File: config.mk
export PLATFORM = sky130hd
export DESIGN_NAME = button_click_event_detector
export DESIGN_NICKNAME = d
export VERILOG_FILES = /design/src/rtl/core/bced_pkg.sv /design/src/rtl/core/bced_debounce.sv /design/src/rtl/core/bced_fsm.sv /design/src/rtl/core/button_click_event_detector.sv
export SDC_FILE = /design/constraint.sdc
export NUM_CORES = 1
export LEC_CHECK = 0
export ABC_CLOCK_PERIOD_IN_PS = 8000
export CAP_MARGIN = 30
export CORE_ASPECT_RATIO = 1.4
export CORE_UTILIZATION = 45
export CTS_CLUSTER_DIAMETER = 100
export DETAILED_ROUTE_END_ITERATION = 12
export DONT_BUFFER_PORTS = 1
export PLACE_DENSITY_LB_ADDON = 0.1
export SYNTH_ARGS = -nofsm -noshare
export SYNTH_HDL_FRONTEND = slang
export SYNTH_SLANG_ARGS = --single-unit
File: constraint.sdc
create_clock -name clk -period 8 [get_ports clk]
set_input_delay 0.4 -clock clk [delete_from_list [all_inputs] [get_ports clk]]
set_output_delay 0.4 -clock clk [all_outputs]
set_load 0.05 [all_outputs]
File: src/rtl/core/bced_pkg.sv
// ----------------------------------------------------------------------------
// bced_pkg
// Shared types, constants and helpers for the button click event detector.
// ----------------------------------------------------------------------------
package bced_pkg;

  // Significant bits of a key sample (1..12; larger values are capped at the 12-bit port width)
  localparam int SAMPLE_BITS = 12;
  localparam int IN_W        = 12;
  localparam int SMP_W       = (SAMPLE_BITS < IN_W) ? SAMPLE_BITS : IN_W;
  localparam int DELTA_W     = 12;
  // Window sums are one bit wider than the widest operand, so they never wrap
  localparam int SUM_W       = ((SMP_W > DELTA_W) ? SMP_W : DELTA_W) + 1;

  localparam int FILT_W = 8;
  localparam int TICK_W = 16;
  localparam int REP_W  = 8;
  localparam int EV_W   = 3;
  localparam int CFG_IDX_W  = 3;
  localparam int CFG_DATA_W = 16;

  localparam logic [FILT_W-1:0] FILT_MAX = '1;
  localparam logic [TICK_W-1:0] TICK_MAX = '1;
  localparam logic [REP_W-1:0]  REP_MAX  = '1;
  localparam logic [REP_W-1:0]  REP_ONE  = REP_W'(1);
  localparam logic [REP_W-1:0]  REP_TWO  = REP_W'(2);

  // Register indexes on the configuration port
  typedef enum logic [CFG_IDX_W-1:0] {
    REG_DETECT_MODE  = 3'd0,
    REG_ACTIVE_LEVEL = 3'd1,
    REG_WINDOW_DELTA = 3'd2,
    REG_FILTER_TICKS = 3'd3,
    REG_SHORT_TICKS  = 3'd4,
    REG_LONG_TICKS   = 3'd5
  } reg_idx_t;

  // Reported event codes
  typedef enum logic [EV_W-1:0] {
    EV_NONE       = 3'd0,
    EV_DOWN       = 3'd1,
    EV_UP         = 3'd2,
    EV_SINGLE     = 3'd3,
    EV_DOUBLE     = 3'd4,
    EV_LONG_START = 3'd5,
    EV_LONG_HOLD  = 3'd6
  } event_t;

  // Click state machine
  typedef enum logic [2:0] {
    ST_IDLE    = 3'd0,
    ST_PRESS   = 3'd1,
    ST_RELEASE = 3'd2,
    ST_REPEAT  = 3'd3,
    ST_LONG    = 3'd5
  } fsm_state_t;

  // Configuration registers as seen by the datapath
  typedef struct packed {
    logic                 detect_mode;
    logic [IN_W-1:0]      press_level;
    logic [DELTA_W-1:0]   window_delta;
    logic [FILT_W-1:0]    filter_ticks;
    logic [TICK_W-1:0]    short_ticks;
    logic [TICK_W-1:0]    long_ticks;
  } cfg_t;

  // True when x lies in [a - d, a + d], compared without wrap
  function automatic logic in_window(logic [SMP_W-1:0] x, logic [SMP_W-1:0] a,
                                     logic [DELTA_W-1:0] d);
    logic [SUM_W-1:0] xd;
    logic [SUM_W-1:0] ad;
    xd = SUM_W'(x) + SUM_W'(d);
    ad = SUM_W'(a) + SUM_W'(d);
    return (xd >= SUM_W'(a)) && (SUM_W'(x) <= ad);
  endfunction

endpackage

File: src/rtl/core/bced_debounce.sv
// ----------------------------------------------------------------------------
// bced_debounce
// Sample filter: accepts a new key level after enough differing samples and
// reports whether the accepted level means "pressed".
// ----------------------------------------------------------------------------
module bced_debounce import bced_pkg::*; (
  input  logic             clk,
  input  logic             rst_n,
  input  logic             step,
  input  logic [IN_W-1:0]  sample,
  input  cfg_t             cfg,
  output logic             pressed
);

  logic [SMP_W-1:0]  deb_r,  deb_nxt;
  logic [FILT_W-1:0] filt_r, filt_nxt;

  logic [SMP_W-1:0]  smp;
  logic [SMP_W-1:0]  act;
  logic              win_s, win_d;
  logic              differ;
  logic              take_new;
  logic [FILT_W-1:0] filt_inc;

  assign smp   = sample[SMP_W-1:0];
  assign act   = cfg.press_level[SMP_W-1:0];
  assign win_s = in_window(smp,   act, cfg.window_delta);
  assign win_d = in_window(deb_r, act, cfg.window_delta);

  // Difference test depends on compare mode
  assign differ   = cfg.detect_mode ? (win_s != win_d) : (smp != deb_r);
  assign filt_inc = (filt_r < FILT_MAX) ? filt_r + FILT_W'(1) : filt_r;
  assign take_new = differ && (filt_inc >= cfg.filter_ticks);

  // Filter count and accepted level
  always_comb begin
    deb_nxt  = deb_r;
    filt_nxt = '0;
    if (take_new) begin
      deb_nxt = smp;
    end else if (differ) begin
      filt_nxt = filt_inc;
    end
  end

  // Pressed test on the level as updated by this sample
  always_comb begin
    if (cfg.detect_mode) begin
      pressed = take_new ? win_s : win_d;
    end else begin
      pressed = (deb_nxt == act);
    end
  end

  always_ff @(posedge clk) begin
    if (!rst_n) begin
      deb_r  <= '0;
      filt_r <= '0;
    end else if (step) begin
      deb_r  <= deb_nxt;
      filt_r <= filt_nxt;
    end
  end

endmodule

File: src/rtl/core/bced_fsm.sv
// ----------------------------------------------------------------------------
// bced_fsm
// Press / release / repeat / long-press state machine with tick and click
// counters; holds the reported event.
// ----------------------------------------------------------------------------
module bced_fsm import bced_pkg::*; (
  input  logic             clk,
  input  logic             rst_n,
  input  logic             step,
  input  logic             pressed,
  input  cfg_t             cfg,
  output logic [EV_W-1:0]  event_code,
  output logic [REP_W-1:0] click_count
);

  fsm_state_t        state_r, state_nxt;
  logic [TICK_W-1:0] tick_r,  tick_nxt;
  logic [REP_W-1:0]  rep_r,   rep_nxt;
  event_t            ev_r,    ev_nxt;

  logic [TICK_W-1:0] tick_inc;

  // Tick counter runs outside idle and saturates
  assign tick_inc = ((state_r != ST_IDLE) && (tick_r < TICK_MAX)) ?
                    tick_r + TICK_W'(1) : tick_r;

  // Next state
  always_comb begin
    state_nxt = state_r;
    unique case (state_r)
      ST_IDLE: begin
        if (pressed) state_nxt = ST_PRESS;
      end
      ST_PRESS: begin
        if (!pressed) state_nxt = ST_RELEASE;
        else if (tick_inc > cfg.long_ticks) state_nxt = ST_LONG;
      end
      ST_RELEASE: begin
        if (pressed) state_nxt = ST_REPEAT;
        else if (tick_inc > cfg.short_ticks) state_nxt = ST_IDLE;
      end
      ST_REPEAT: begin
        if (!pressed) begin
          state_nxt = (tick_inc < cfg.short_ticks) ? ST_RELEASE : ST_IDLE;
        end else if (tick_inc > cfg.short_ticks) begin
          state_nxt = ST_IDLE;
        end
      end
      ST_LONG: begin
        if (!pressed) state_nxt = ST_IDLE;
      end
      default: state_nxt = ST_IDLE;
    endcase
  end

  // Event, tick and click count updates
  always_comb begin
    ev_nxt   = ev_r;
    tick_nxt = tick_inc;
    rep_nxt  = rep_r;
    unique case (state_r)
      ST_IDLE: begin
        if (pressed) begin
          ev_nxt   = EV_DOWN;
          tick_nxt = '0;
          rep_nxt  = REP_ONE;
        end else begin
          ev_nxt = EV_NONE;
        end
      end
      ST_PRESS: begin
        if (!pressed) begin
          ev_nxt   = EV_UP;
          tick_nxt = '0;
        end else if (tick_inc > cfg.long_ticks) begin
          ev_nxt = EV_LONG_START;
        end
      end
      ST_RELEASE: begin
        if (pressed) begin
          ev_nxt   = EV_DOWN;
          tick_nxt = '0;
          if (rep_r < REP_MAX) rep_nxt = rep_r + REP_W'(1);
        end else if (tick_inc > cfg.short_ticks) begin
          if (rep_r == REP_ONE) ev_nxt = EV_SINGLE;
          else if (rep_r == REP_TWO) ev_nxt = EV_DOUBLE;
        end
      end
      ST_REPEAT: begin
        if (!pressed) begin
          ev_nxt = EV_UP;
          if (tick_inc < cfg.short_ticks) tick_nxt = '0;
        end
      end
      ST_LONG: begin
        ev_nxt = pressed ? EV_LONG_HOLD : EV_UP;
      end
      default: ev_nxt = ev_r;
    endcase
  end

  always_ff @(posedge clk) begin
    if (!rst_n) begin
      state_r <= ST_IDLE;
      tick_r  <= '0;
      rep_r   <= '0;
      ev_r    <= EV_NONE;
    end else if (step) begin
      state_r <= state_nxt;
      tick_r  <= tick_nxt;
      rep_r   <= rep_nxt;
      ev_r    <= ev_nxt;
    end
  end

  assign event_code  = ev_r;
  assign click_count = rep_r;

endmodule

File: src/rtl/core/button_click_event_detector.sv
// ----------------------------------------------------------------------------
// button_click_event_detector
// Debounced key sampler that reports press, release, click and long-press
// events, one result per sample.
// ----------------------------------------------------------------------------
// Each accepted sample produces exactly one result, presented on the cycle
// after the transfer. A new sample is taken in every cycle in which the
// output is empty or its result is being taken, so the block sustains one
// sample per clock; the single register stage that holds the filter, state
// machine and event is what sets that figure. The reported event holds its
// previous value when no transition fires, except in idle (no event) and
// long press (hold). Configuration writes are always accepted and should be
// made while no sample is in flight. There is no clearing pass after reset.
module button_click_event_detector import bced_pkg::*; (
  input  logic                  clk,
  input  logic                  rst_n,
  // sample channel
  input  logic                  in_valid,
  output logic                  in_ready,
  input  logic [IN_W-1:0]       in_sample_level,
  // result channel
  output logic                  out_valid,
  input  logic                  out_ready,
  output logic [EV_W-1:0]       out_event_code,
  output logic [REP_W-1:0]      out_click_count,
  // configuration write channel
  input  logic                  cfg_valid,
  output logic                  cfg_ready,
  input  logic [CFG_IDX_W-1:0]  cfg_index,
  input  logic [CFG_DATA_W-1:0] cfg_data
);

  cfg_t cfg_r, cfg_nxt;
  logic out_valid_r, out_valid_nxt;
  logic in_xfer;
  logic pressed;

  // Register writes
  assign cfg_ready = 1'b1;

  always_comb begin
    cfg_nxt = cfg_r;
    if (cfg_valid) begin
      unique case (cfg_index)
        REG_DETECT_MODE:  cfg_nxt.detect_mode  = cfg_data[0];
        REG_ACTIVE_LEVEL: cfg_nxt.press_level  = cfg_data[IN_W-1:0];
        REG_WINDOW_DELTA: cfg_nxt.window_delta = cfg_data[DELTA_W-1:0];
        REG_FILTER_TICKS: cfg_nxt.filter_ticks = cfg_data[FILT_W-1:0];
        REG_SHORT_TICKS:  cfg_nxt.short_ticks  = cfg_data[TICK_W-1:0];
        REG_LONG_TICKS:   cfg_nxt.long_ticks   = cfg_data[TICK_W-1:0];
        default:          cfg_nxt = cfg_r;
      endcase
    end
  end

  always_ff @(posedge clk) begin
    if (!rst_n) begin
      cfg_r.detect_mode  <= 1'b0;
      cfg_r.press_level  <= '0;
      cfg_r.window_delta <= DELTA_W'(100);
      cfg_r.filter_ticks <= FILT_W'(3);
      cfg_r.short_ticks  <= TICK_W'(30);
      cfg_r.long_ticks   <= TICK_W'(100);
    end else begin
      cfg_r <= cfg_nxt;
    end
  end

  // Handshake: take a sample when the result slot is free or draining
  assign in_ready = !out_valid_r || out_ready;
  assign in_xfer  = in_valid && in_ready;

  always_comb begin
    out_valid_nxt = out_valid_r;
    if (in_xfer) out_valid_nxt = 1'b1;
    else if (out_ready) out_valid_nxt = 1'b0;
  end

  always_ff @(posedge clk) begin
    if (!rst_n) begin
      out_valid_r <= 1'b0;
    end else begin
      out_valid_r <= out_valid_nxt;
    end
  end

  assign out_valid = out_valid_r;

  // Sample filter
  bced_debounce u_debounce (
    .clk     (clk),
    .rst_n   (rst_n),
    .step    (in_xfer),
    .sample  (in_sample_level),
    .cfg     (cfg_r),
    .pressed (pressed)
  );

  // Event state machine; its registers are the result register
  bced_fsm u_fsm (
    .clk         (clk),
    .rst_n       (rst_n),
    .step        (in_xfer),
    .pressed     (pressed),
    .cfg         (cfg_r),
    .event_code  (out_event_code),
    .click_count (out_click_count)
  );

endmodule
==> results of run 1 <==
worst max-delay path: cells and delay by family (launching register included):
kind / cells / cell delay [ns]
and+or+nand+nor: 5 / 1.29
muxes: 2 / 0.74
xor gates and xnor gates: 2 / 0.34
DFF: 1 / 0.48
adders and majority gates: 2 / 0.62
buffers and inverters: 1 / 0.06
AOI/OAI and AO/OA: 9 / 2.04
registers in the layout, summed over array words and instances, names as in the netlist:
| name | flops |
|---|---|
| u_debounce.deb_r | 12 |
| u_fsm.click_count | 8 |
| u_fsm.event_code | 3 |
| u_fsm.tick_r | 16 |
| cfg_r | 65 |
| u_debounce.filt_r | 8 |
| u_fsm.state_r | 3 |
| out_valid | 1 |
cells by family after synthesis:
group           count (synthesis)  synth area share
buf+inv                       147            0.0626
mux                            26            0.0297
flops                         116             0.250
other cells                     1          0.000403
xor+xnor                       70            0.0700
compound gates                305             0.213
fa+ha+maj                     128             0.175
simple gates                  388             0.200
layer usage:
layer | up-vias | track usage
li1 | 4130 | -
met1 | 3843 | 0.270
met2 | 153 | 0.487
met3 | 68 | 0.0425
met4 | 0 | 0.162
met5 | - | 0
power by group:
group	total, mW	switching [mW]	internal [mW]
clock network	0.807	0.309	0.498
registers	0.642	0.0442	0.597
logic	0.414	0.241	0.173
total	1.86	0.595	1.27
cell usage in the layout (no fill, tap or decap), types with 5 or more instances in the layout:
master	count
and3_1	7
xor2_1	24
inv_6	6
buf_4	6
a22oi_1	10
nand2_1	181
nor2b_1	14
nand2b_1	14
inv_1	99
a21oi_1	121
o21bai_1	14
nor3_1	8
ha_1	125
a211o_1	5
a31oi_1	10
a211oi_1	8
nor2_1	59
o22ai_1	6
dfxtp_1	116
xnor2_1	44
a21o_1	20
mux2i_1	22
nor4_1	5
clkbuf_16	17
o211ai_1	15
o21a_1	11
a221oi_1	5
nand3_1	39
o21ai_0	41
nand4_1	20
stage by stage:
| stage | instance area, um^2 | utilization | power (mW) | hold WS, ns |
|---|---|---|---|---|
| 5_1_grt | 10100 | 0.504 | 1.96 | 0.0434 |
| 3_5_place_dp | 9500 | 0.473 | 1.07 | 0.446 |
| 4_1_cts | 10100 | 0.504 | 1.88 | 0.0493 |
| 6_report | 10100 | 0.504 | 1.86 | 0.0621 |
| 3_3_place_gp | 9480 | 0.472 | 1.07 | 0.445 |
| 2_1_floorplan | 9300 | - | 0.982 | 0.436 |
cell type report:
| class | instances | area share |
|---|---|---|
| Multi-Input combinational cell | 918 | 0.634 |
| Inverter | 101 | 0.0376 |
| Clock buffer | 17 | 0.0421 |
| Tap cell | 252 | 0.0312 |
| Timing Repair Buffer | 8 | 0.00668 |
| Clock inverter | 15 | 0.0190 |
| Sequential cell | 116 | 0.230 |
how the worst max path moves through the flow:
stage / start / to / slack (ns)
finish: cfg_r[53] / u_fsm.tick_r[10] / 2.32
global route: cfg_r[41] / u_fsm.tick_r[15] / 1.77
CTS: cfg_r[41] / u_fsm.tick_r[4] / 2.25
detailed placement: cfg_r[41] / u_fsm.tick_r[4] / 2.27
global placement: cfg_r[53] / u_fsm.tick_r[4] / 2.38
floorplan: cfg_r[52] / u_fsm.tick_r[11] / 3.20
cell usage after synthesis (all sizes together) (16+ instances only):
master	number
dfxtp	116
nand3	40
nand4	20
ha	125
o21ai	47
inv	100
xor2	25
a21o	20
mux2i	23
xnor2	45
nor2	59
nand2	182
clkbuf	33
o211ai	16
a21oi	123
==> run_results.csv, run 1 <==
group,metric,value,unit
synth,synth-main-ff-cell,"dfxtp_1",
power,ir_drop,0.000120,V
worst_setup_path,slowest_stage,"mux2i_4",
cells_and_area,syn_to_final_growth,8.82,%
sta,fin_setup_tns,0,ns
sta,worstMarginPinSlew,0.901,ns
sta,worst_slack,2.32,ns
sta,skew,0.00924,ns
cells_and_area,fillers,1982,
synth,yosysWarnings,0,
synth,synth_top_area_share,0.250,
clock_tree,cts-htree-levels,4,
sta,finalCritPeriodShare,0.710,
drt,wl,26400,um
flow_run,maxCapViolations,0,
sta,hold_violations,0,
synth,yosys.area.top_type,"dfxtp_1",
cells_and_area,nets,1326,
clock_tree,cts_setup_buffers,0,
synth,synth_area,0.00930,mm^2
cells_and_area,regArea,0.00232,mm^2
drt,dr.pass1.iters,5,
die,ios,50,
sta,slew_viol_final,0,
global_routing,first_global_vias,8169,
worst_setup_path,worstPathRequired,8.34,ns
synth,synth_nets,1345,
place,dp_cells,1395,
global_routing,antenna_found_initial,0,
worst_setup_path,critical_path.max_stage_delay,0.64,ns
clock_tree,cts.sink_count,116,
worst_setup_path,cp-end-kind,"register",
synth,synth.avg_cell_area,7.87,um^2
global_routing,overflow,0,
drt,top_layer_used,"met4",
synth,ys_seq_elements,116,
clock_tree,cts_max_path_buffers,2,
sta,min_period,5.68,ns
worst_setup_path,path_class,"register to register",
clock_tree,clkLatencyLatePin,0.42,ns
drt,vias,8194,
synth,synth_edf_count,0,
die,die-area,0.0212,mm^2
worst_setup_path,cp.arrival,6.02,ns
drt,viasPerCell,5.74,
place,pre_cts_ws,2.27,ns
synth,async_reset_ff_frac,0,
worst_hold_path,min_from,"rst_n",
die,start_util,0.463,
worst_setup_path,worstPathCellList,"ha_1 -> a21oi_1 -> o211ai_1 -> nor2_1 -> o21ai_0 -> a21o_1 -> a21oi_1 -> xor2_1 -> ha_1 -> inv_1 -> or4_1 -> nor2_1 -> nand4b_1 -> o211ai_4 -> xor2_4 -> mux2i_1 -> a211o_1 -> o21ai_4 -> mux2i_4 -> nand3_1 -> a31oi_1",
die,num_rows,61,
sta,max_freq,0.176,GHz
clock_tree,cts_resized,0,
place,port_buffers,0,
worst_setup_path,r2r_cells,21,
worst_setup_path,r2r_setup_slack,2.32,ns
cells_and_area,drive_gt1_frac,0.0570,
power,leakagePower,4.12,nW
global_routing,grt_max_degree,84,
worst_hold_path,whs_path_depth,1,
cells_and_area,multi_input_area,0.00641,mm^2
sta,timing.slew.headroom,0.399,
drt,drc_errors,0,
clock_tree,cts.clk_slew.worst_paths,0.06,ns
die,die_w,123,um
place,globalplace.congestion,0.874,
synth,synth_cell_types,83,
power,p_per_area,184,mW/mm^2
drt,wl_met2,13700,um
clock_tree,postCtsHoldBufs,0,
worst_setup_path,critPathLaunchType,"register",
synth,synth_cells,1181,
drt,antenna_left,0,
clock_tree,cts_buffers,17,
drt,drtIter0Drc,326,
sta,rsz0062_at_grt,"no",
worst_hold_path,min_to,"cfg_r[46]",
synth,synth_area_leaders,"dfxtp_1 (25%), ha_1 (17%), nand2_1 (7.3%), a21oi_1 (6.5%), xnor2_1 (4.1%)",
clock_tree,cts_root_buf,"clkbuf_16",
worst_setup_path,r2r-start,"cfg_r[53]",
place,hpwl,20600,um
worst_setup_path,crit_fanout,19,
global_routing,grt_pass1_wl,42100,um
cells_and_area,diodes,0,
run_status,outcome,"complete, no violations",
sta,setup_viol,0,
drt,met1_length,10300,um
worst_setup_path,reg2reg_to,"u_fsm.tick_r[10]",
clock_tree,cts_tree,"built",
die,core_area,0.0201,mm^2
worst_hold_path,hold_class,"primary input to register",
drt,wire_per_inst,18.5,um
die,die_h,172,um
global_routing,track_usage,0.262,
drt,wl_met3,801,um
cells_and_area,layout.cells.non_filler,1427,
synth,yosysSeqAreaShare,0.250,
Note: power is estimated with default switching activity, not from simulation.
==> run 2: changes to the inputs <==
- ABC_AREA: not set -> 1
- ABC_CLOCK_PERIOD_IN_PS: 8000 -> 5400
- clock period: 8 -> 5.4 ns (I/O delays scaled with it)
==> run 2 against run 1 <==
  * The flow now finishes with violations (negative hold slack)
  * Cell count up 19%
  * Clock power up 43%
  * Core utilization up 1.7 points
  * Critical path type unchanged
  * Critical endpoint is now u_fsm.click_count[7]
  * Largest cell class unchanged
==> run_results.csv, run 2 <==
group,metric,value,unit
die,die-area,0.0215,mm^2
worst_setup_path,path_class,"register to register",
die,num_rows,62,
sta,setup_viol,0,
sta,skew,0.0146,ns
power,p_per_area,270,mW/mm^2
place,pre_cts_ws,0.162,ns
die,die_h,173,um
synth,synth_area_leaders,"dfxtp_1 (25%), ha_1 (17%), nand2_1 (11%), inv_1 (8.5%), a21oi_1 (7.7%)",
global_routing,antenna_found_initial,0,
synth,ys_seq_elements,116,
drt,antenna_left,0,
global_routing,grt_max_degree,48,
synth,synth.most_common_cell,"nand2_1",
die,start_util,0.459,
drt,drc_errors,0,
synth,synth-adder-area-share,0.173,
sta,worstMarginPinSlew,1.05,ns
run_status,outcome,"finished, violations left",
clock_tree,cts.sink_count,116,
cells_and_area,final_common_cell,"nand2_1",
cells_and_area,regMostFlops,"cfg_r",
power,ir_drop,0.000193,V
worst_setup_path,cp-end-kind,"register",
synth,synth_common_cells,"nand2_1 (279), inv_1 (212), a21oi_1 (144)",
clock_tree,cts_root_buf,"clkbuf_16",
power,power_frac_seq,0.328,
sta,hold_violations,1,
place,port_buffers,0,
synth,synth_top_area_share,0.247,
place,dp_cells,1643,
run_status,violations,"negative hold slack",
synth,synth_cell_types,49,
synth,synth_edf_count,0,
sta,timing.slew.headroom,0.301,
power,power.switching,0.976,mW
power,p_int,1.90,mW
synth,synth_cells,1397,
sta,fin_setup_tns,0,ns
synth,yosys.area.top_type,"dfxtp_1",
cells_and_area,largest_register_ffs,65,
cells_and_area,top_regs,"cfg_r: 65 flops, u_fsm.tick_r: 16 flops, u_debounce.deb_r: 12 flops",
die,die_w,124,um
worst_hold_path,whs_path_depth,2,
drt,wl,29700,um
worst_setup_path,crit_family,"simple AND/OR/NAND/NOR gates",
clock_tree,cts_tree,"built",
synth,synthXorXnorAreaFrac,0.0485,
synth,synth-simple-area-share,0.258,
die,core_area,0.0205,mm^2
power,p_comb_frac,0.272,
sta,slew_viol_final,0,
sta,holdWs,-0.000108,ns
synth,synth_top_family_by_area,"simple AND/OR/NAND/NOR gates",
drt,drtIter0Drc,435,
cells_and_area,syn_to_final_growth,13.5,%
place,hpwl,21800,um
sta,max_freq,0.200,GHz
worst_hold_path,hold_class,"primary input to register",
synth,async_reset_ff_frac,0,
cells_and_area,fillers,2137,
drt,wire_per_inst,17.5,um
worst_setup_path,critPathBufInv,3,
synth,synth_nets,1561,
sta,rsz0062_at_grt,"no",
power,leakagePower,5.07,nW
cells_and_area,drive_gt1_frac,0.0735,
global_routing,overflow,0,
clock_tree,cts-htree-levels,4,
die,ios,50,
worst_setup_path,cp.arrival,5.30,ns
drt,dr.pass1.iters,6,
global_routing,track_usage,0.285,
synth,synth.avg_cell_area,6.72,um^2
place,globalplace.congestion,0.884,
drt,viasPerCell,5.43,
sta,min_period,4.99,ns
worst_setup_path,r2r_cells,39,
worst_setup_path,cp_common_cell,"nand2_1",
clock_tree,clkLatencyLatePin,0.42,ns
synth,synth-compound-area-share,0.168,
worst_setup_path,slowest_stage,"dfxtp_4",
worst_setup_path,crit_fanout,10,
cells_and_area,mostFrequentLayoutCells,"nand2_1 (276), inv_1 (211), a21oi_1 (141)",
power,p_sw_frac,0.339,
synth,synth-main-ff-cell,"dfxtp_1",
worst_setup_path,path_depth,39,
power,finalPower,2.88,mW
global_routing,grt_pass1_wl,46400,um
worst_setup_path,critPathLaunchType,"register",
flow_run,maxCapViolations,0,
global_routing,first_global_vias,8969,
synth,yosysSeqAreaShare,0.247,
worst_setup_path,critical_path.max_stage_delay,0.37,ns
sta,worst_slack,0.408,ns
cells_and_area,nets,1593,
synth,synth.mux.area_fraction,0.00120,
sta,finalCritPeriodShare,0.924,
synth,yosysWarnings,0,
clock_tree,cts_buffers,17,
cells_and_area,layout.cells.non_filler,1699,
clock_tree,cts.clk_slew.worst_paths,0.06,ns
drt,vias,9223,
power,p_clk_frac,0.400,
worst_setup_path,worstPathRequired,5.71,ns
synth,synth_area,0.00939,mm^2
clock_tree,cts_max_path_buffers,2,
-- run 2: logic make-up after synthesis --
group	Yosys count
simple gates	561
compound gates	287
buf+inv	251
fa+ha+maj	128
flops	116
xor+xnor	52
other cells	1
mux	1
-- run 2: power groups by stage --
stage / logic [mW] / registers, mW / clock network [mW]
final: 0.782 / 0.944 / 1.15
after global routing: 0.889 / 0.949 / 1.20
after CTS: 0.740 / 0.943 / 1.16
after detailed placement: 0.717 / 0.961 / 0
after global placement: 0.712 / 0.961 / 0
after floorplan: 0.547 / 0.948 / 0
-- run 2: worst register-to-register path, delay by kind of cell, from the launching register on --
kind | cells | cell delay [ns]
AND/OR/NAND/NOR | 28 | 2.58
XOR/XNOR | 1 | 0.22
AO/OA/AOI/OAI | 4 | 0.67
flip-flops | 1 | 0.37
adder cells (fa/ha/maj) | 3 | 0.77
buffers and inverters | 3 | 0.28
-- run 2: path summary, 6_finish.rpt --
path,to,slack [ns],startpoint
setup / recovery,u_fsm.click_count[7],0.41,cfg_r[40]
hold / removal,cfg_r[20],-0.0001,cfg_data[4]
setup reg to reg,u_fsm.click_count[7],0.41,cfg_r[40]
hold reg to reg,cfg_r[34],0.46,cfg_r[34]
-- run 2: cell type report --
type	instances	area, um^2	share of cell area
multi-input combinational	1033	6190	0.581
sequential	116	2330	0.219
inverter	215	807	0.0757
clock buffer	21	470	0.0441
timing repair buffer	46	404	0.0379
tap	256	320	0.0301
clock inverter	11	125	0.0117
antenna	1	2.50	0.000235
-- run 2: layer usage --
layer | vias to the layer above | share of wire | global-route usage
li1 | 4695 | - | -
met1 | 4204 | 0.39 | 0.318
met2 | 242 | 0.51 | 0.505
met3 | 82 | 0.044 | 0.0442
met4 | 0 | 0.053 | 0.156
met5 | - | 0 | 0
-- run 2: through the flow --
stage	util	hold slack (ns)	cell area, um^2
after detailed placement	0.476	0.380	9750
after global placement	0.476	0.370	9750
after global routing	0.520	0.00603	10700
final	0.520	-0.000108	10700
after floorplan	-	0.396	9390
after CTS	0.512	0.000155	10500
-- run 2: what timing repair did --
item	4_1_cts	5_1_grt
hold buffers	13	1
setup endpoints to repair	0	30
buffers inserted	0	5
gates resized for setup	0	30
hold endpoints to repair	31	1
